`src/rtl/semtab_pkg.sv`:
```
`timescale 1ns / 1ps

package semtab_pkg;

  typedef enum logic [1:0] {
    KIND_OPEN  = 2'd0,
    KIND_CLOSE = 2'd1,
    KIND_POST  = 2'd2,
    KIND_WAIT  = 2'd3
  } kind_t;

  typedef enum logic [2:0] {
    ST_OK           = 3'd0,
    ST_NOT_FOUND    = 3'd1,
    ST_ATTACH_LIMIT = 3'd2,
    ST_TABLE_FULL   = 3'd3,
    ST_QUEUE_FULL   = 3'd4
  } status_t;

  typedef struct packed {
    kind_t       kind;
    logic [31:0] sem_id;
    logic [31:0] init_value;
    logic [15:0] caller_pid;
  } in_item_t;

  typedef struct packed {
    status_t     status;
    logic [31:0] handle_id;
    logic        wake_valid;
    logic [15:0] wake_pid;
    logic        caller_blocked;
  } out_item_t;

  typedef enum logic [2:0] {
    S_IDLE   = 3'd0,
    S_SCAN   = 3'd1,
    S_FETCH  = 3'd2,
    S_FETCH2 = 3'd3,
    S_EXEC   = 3'd4
  } state_t;

  // controller -> datapath
  typedef struct packed {
    logic load;        // latch request, restart the identifier scan
    logic scan;        // step the scan
    logic fetch_rec;   // read the target entry record
    logic fetch_fifo;  // read the head of the target wait queue
    logic commit;      // write back, load the result register
  } cmd_t;

  // datapath -> controller
  typedef struct packed {
    logic scan_done;
  } sts_t;

endpackage

```
`src/rtl/semtab_ctrl.sv`:
```
`timescale 1ns / 1ps

module semtab_ctrl (
  input  logic              clk,
  input  logic              rst_n,
  input  logic              in_valid,
  output logic              in_ready,
  output logic              out_valid,
  input  logic              out_ready,
  input  semtab_pkg::sts_t  sts,
  output semtab_pkg::cmd_t  cmd
);

  semtab_pkg::state_t state_r, state_nxt;
  logic               out_valid_r, out_valid_nxt;
  logic               out_free;

  assign out_free  = !out_valid_r || out_ready;
  assign out_valid = out_valid_r;

  always_comb begin
    state_nxt = state_r;
    case (state_r)
      semtab_pkg::S_IDLE: begin
        if (in_valid) begin
          state_nxt = semtab_pkg::S_SCAN;
        end
      end
      semtab_pkg::S_SCAN: begin
        if (sts.scan_done) begin
          state_nxt = semtab_pkg::S_FETCH;
        end
      end
      semtab_pkg::S_FETCH:  state_nxt = semtab_pkg::S_FETCH2;
      semtab_pkg::S_FETCH2: state_nxt = semtab_pkg::S_EXEC;
      semtab_pkg::S_EXEC: begin
        if (out_free) begin
          state_nxt = semtab_pkg::S_IDLE;
        end
      end
      default: state_nxt = semtab_pkg::S_IDLE;
    endcase
  end

  always_comb begin
    cmd      = '0;
    in_ready = 1'b0;
    case (state_r)
      semtab_pkg::S_IDLE: begin
        in_ready = 1'b1;
        cmd.load = in_valid;
      end
      semtab_pkg::S_SCAN:   cmd.scan       = 1'b1;
      semtab_pkg::S_FETCH:  cmd.fetch_rec  = 1'b1;
      semtab_pkg::S_FETCH2: cmd.fetch_fifo = 1'b1;
      semtab_pkg::S_EXEC:   cmd.commit     = out_free;
      default: cmd = '0;
    endcase
  end

  always_comb begin
    out_valid_nxt = out_valid_r;
    if (out_ready) begin
      out_valid_nxt = 1'b0;
    end
    if (cmd.commit) begin
      out_valid_nxt = 1'b1;
    end
  end

  always_ff @(posedge clk) begin
    if (!rst_n) begin
      state_r     <= semtab_pkg::S_IDLE;
      out_valid_r <= 1'b0;
    end else begin
      state_r     <= state_nxt;
      out_valid_r <= out_valid_nxt;
    end
  end

endmodule

```
`config.mk`:
```
export PLATFORM = sky130hd
export DESIGN_NAME = semtab_ctrl
export DESIGN_NICKNAME = d
export VERILOG_FILES = /design/src/rtl/semtab_pkg.sv /design/src/rtl/semtab_ctrl.sv
export SDC_FILE = /design/constraint.sdc
export NUM_CORES = 1
export LEC_CHECK = 0
export BUFFER_PORTS_ARGS = -buffer_cell sky130_fd_sc_hd__buf_2
export CORE_AREA = 3 3 40 42
export DETAILED_ROUTE_END_ITERATION = 10
export DIE_AREA = 0 0 43 45
export GPL_TIMING_DRIVEN = 0
export PLACE_DENSITY = 0.39
export REMOVE_ABC_BUFFERS = 1
export SYNTH_ARGS = -nofsm -noshare
export SYNTH_HDL_FRONTEND = slang
export SYNTH_SLANG_ARGS = --single-unit
```
`constraint.sdc`:
```
create_clock -name clk -period 2.65 [get_ports clk]
set_input_delay 0.53 -clock clk [delete_from_list [all_inputs] [get_ports clk]]
set_output_delay 0.53 -clock clk [all_outputs]
set_load 0.02 [all_outputs]
```
== Yosys cells after proc, flatten, opt, wreduce, memory -nomap -nowiden ==
Cells that the tools add are included.
W data, S select, Z words.

* Register bits after elaboration: 4
* Input port bits: 5
* Output and inout port bits: 7
* Word-level logic and storage cells: 26

* Eq/ne operators: 7
* Mux-type cells: 12
* Reduce and logical (&&, ||, !) cells: 5

{| class="wikitable"
|+ Operators by type and width
! cell !! count
|-
| $pmux W3 S5 || 1
|-
| $mux W3 || 3
|-
| $mux W1 || 8
|-
| $eq A3 B2 Y1 const B || 2
|-
| $ne A2 B2 Y1 const B || 3
|-
| $eq A3 B1 Y1 const B || 1
|-
| $eq A3 B3 Y1 const B || 1
|-
| $logic_not A3 Y1 || 1
|-
| $reduce_and A3 Y1 || 1
|-
| $reduce_bool A2 Y1 || 1
|-
| $logic_not A1 Y1 || 1
|-
| $logic_or A1 B1 Y1 || 1
|}

== Logic depth before layout (Yosys ltp) ==
* Depth in word-level cells: 4
* Mapped depth: 3
* Depth with buffers taken out: 2

== Worst setup path before layout ==
No wires, ideal clock.

* Path type: reg2out
* From: register state_r[0]
* To: output cmd[4] (netlist bit)
* Arrival time: 1.217 ns
* Data required time: 2.120 ns
* Path slack: 0.903 ns
* Cell stages (with the launch flop): 3
* Path buffers: 0
* Path through: dfxtp_1 > nor3_1 > and2_1

{| class="wikitable"
|+ RTL lines
! element !! RTL line !! source
|-
| from (decl) || semtab_ctrl.sv:14 || <nowiki>semtab_pkg::state_t state_r, state_nxt;</nowiki>
|-
| from (signal assigned) || semtab_ctrl.sv:73 || <nowiki>state_r <= semtab_pkg::S_IDLE;</nowiki>
|-
| from (signal assigned) || semtab_ctrl.sv:76 || <nowiki>state_r <= state_nxt;</nowiki>
|-
| to (decl) || semtab_ctrl.sv:11 || <nowiki>output semtab_pkg::cmd_t cmd</nowiki>
|}

==> out/qor.csv <==
stage,metric,value,unit
global_routing,grt_max_degree,9,
synthesis,ys.flop_type,dfxtp_1,
synthesis,synth_common_cells,"dfxtp_1, nand2b_1, nor3_1",
floorplanning,dieArea,1940,µm²
routing,vias,218,
sta,hold_violations,0,
floorplanning,pin_count,12,
synthesis,synth_cells,24,
layout,drive_above_1_share,0.500,
synthesis,avgSynthCellArea,9.49,µm²
worst_setup_path,slowest_delay,420,ps
worst_setup_path,crit_chain,or3b_4 -> nor2b_1 -> buf_2,
clocking,cts_resized,0,
min_path,holdPathStages,2,
clocking,clk_pin_slew,40,ps
sta,fmax,0.544,GHz
synthesis,yosysMostFrequentCell,dfxtp_1,
synthesis,yosys-top-cells-area,"dfxtp_1, nand2b_1, nor3_1",
floorplanning,start_util,0.177,
clocking,clk_path_buf_depth,2,
sta,skew,6.00,ps
sta,slew_viol_final,0,
worst_setup_path,critPathKind,flip-flop to output pin,
synthesis,netlist_area,228,µm²
placed_design,port-buffer-count,11,
worst_setup_path,timing.rr.start,state_r[2]$_SDFFE_PN0P_,
status,status,"complete, no violations",
synthesis,synth-edff-count,0,
floorplanning,die_x,43,µm
clocking,root_buffer,clkbuf_4,
routing,wl_per_cell,9.82,µm
worst_setup_path,critPathMaxFanout,6,
sta,final.min_clock_period,1840,ps
clocking,cts_tree,yes,
sta,min_period_over_period,0.694,
synthesis,ys_warn_count,0,
routing,drc,0,
global_routing,grt_pass1_wl,759,µm
worst_setup_path,cp.required,2120,ps
routing,drt_iter0_markers,3,
sta,maxSlewHeadroom,0.841,
routing,viasPerCell,4.27,
routing,ant_nets,0,
worst_setup_path,worstSetupStartpointType,flip-flop,
layout,area_growth,35.7,%
worst_setup_path,cp_top_family,simple AND/OR/NAND/NOR gates,
power,peakVddDrop,274,µV
min_path,worstHoldStart,out_valid$_SDFFE_PN0P_,
synthesis,yosysUniqueCellTypes,15,
layout,multi_input_area,133,µm²
clocking,postCtsHoldBufs,0,
power,p_total,175,µW
floorplanning,core_area,1280,µm²
power,leakage,0.000139,µW
synthesis,synth_seq_cells,4,
layout,fillers,148,
clocking,clock_latency,230,ps
clocking,post_cts_buffers,0,
worst_setup_path,end_kind,output pin,
routing,drt_wl_total,501,µm
clocking,h-tree-depth,1,
worst_setup_path,cp_slowest_cell,or3b_4,
layout,fin_area,309,µm²
layout,regArea,80.1,µm²
min_path,hp-class,flip-flop to flip-flop,
worst_setup_path,critical_path.reg2reg.endpoint,out_valid$_SDFFE_PN0P_,
placed_design,place.gp.congestion,0.601,
placed_design,place_area,287,µm²
synthesis,yosysTopAreaCell,dfxtp_1,
sta,worstMarginPinSlew,238,ps
sta,finalSetupViolations,0,
clocking,cts_buffers,3,
synthesis,synth_top_area_frac,0.352,
worst_setup_path,r2r_slack,1640,ps
worst_setup_path,r2r_cells,2,
floorplanning,die_y,45,µm
layout,n_antenna_cell,0,
sta,rsz0062_at_grt,false,
sta,final.setup.tns,0,ps
min_path,whs_endpoint,out_valid$_SDFFE_PN0P_,
global_routing,grt_use_total,0.0592,
global_routing,antenna_found_initial,0,
job,max-cap-violations,0,
routing,dr.pass1.iters,2,
worst_setup_path,path_buf_inv,1,
placed_design,place_hpwl,400,µm
layout,nets,43,
synthesis,synth-seq-area-share,0.352,
power,p_per_area,565,nW/µm²
global_routing,grt_remaining_overflow,0,
worst_setup_path,arrival,1310,ps
global_routing,grt_pass1_vias,214,
floorplanning,fp-row-count,13,
synthesis,ys_async_sr_fraction,0,
clocking,numClockSinks,4,
-- kinds of logic after synthesis --
logic type | synth area share
compound gates | 0.170
buf+inv | 0.0659
flops | 0.352
simple gates | 0.412
-- layout by cell type (no fill, tap or decap) --
master,Yosys,routed
a21boi_2,1,1
a21oi_1,1,1
and2_1,1,1
and3b_2,1,1
buf_2,0,11
clkbuf_4,0,3
dfxtp_1,4,4
nand2b_1,3,3
nand3b_1,2,2
nor2_1,1,1
nor2b_1,1,1
nor3_1,3,3
nor3b_1,1,1
o21a_1,1,1
o2bb2ai_2,1,1
or3b_4,1,1
-- routing by layer --
layer	track usage	routed length [µm]
met5	0	0
met3	0.0558	43
met2	0.0958	276
met1	0.0386	181
met4	0.0542	0
-- where the power goes --
part | switching [µW] | internal [µW]
clock | 22.2 | 50.4
combinational | 18.2 | 14.8
sequential | 5.27 | 63.7
-- registers in the layout (all words and copies together) (netlist names) --
register and cells:
state_r 3, out_valid 1
-- worst max-delay path by stage --
stage                                 start      to  slack (ps)  cells after the start
floorplan           state_r[0]$_SDFFE_PN0P_  cmd[4]         900                      2
global placement    state_r[2]$_SDFFE_PN0P_  cmd[0]        1040                      3
detailed placement  state_r[2]$_SDFFE_PN0P_  cmd[0]        1050                      3
CTS                 state_r[2]$_SDFFE_PN0P_  cmd[0]         790                      3
global route        state_r[2]$_SDFFE_PN0P_  cmd[0]         730                      3
finish              state_r[2]$_SDFFE_PN0P_  cmd[0]         810                      3
-- final cells by class --
type | instances | share of cell area
clock buffers | 3 | 0.0729
multi-input cells | 18 | 0.429
flip-flops and latches | 4 | 0.259
repair buffers | 11 | 0.178
well taps | 15 | 0.0607
-- per-stage QoR --
stage,utilization,hold slack (ps),setup WS [ps],instances
final,0.241,511,810,51
after floorplan,-,524,903,22
after CTS,0.241,512,793,51
after global routing,0.241,551,735,51
after global placement,0.223,494,1040,48
after detailed placement,0.223,503,1050,48
-- worst register-to-register path, delay by kind of cell, from the launching register on --
kind,cells,cell delay [ps]
AO/OA/AOI/OAI,1,140
flip-flops,1,380
AND/OR/NAND/NOR,1,420
(Power assumes the default switching activity.)
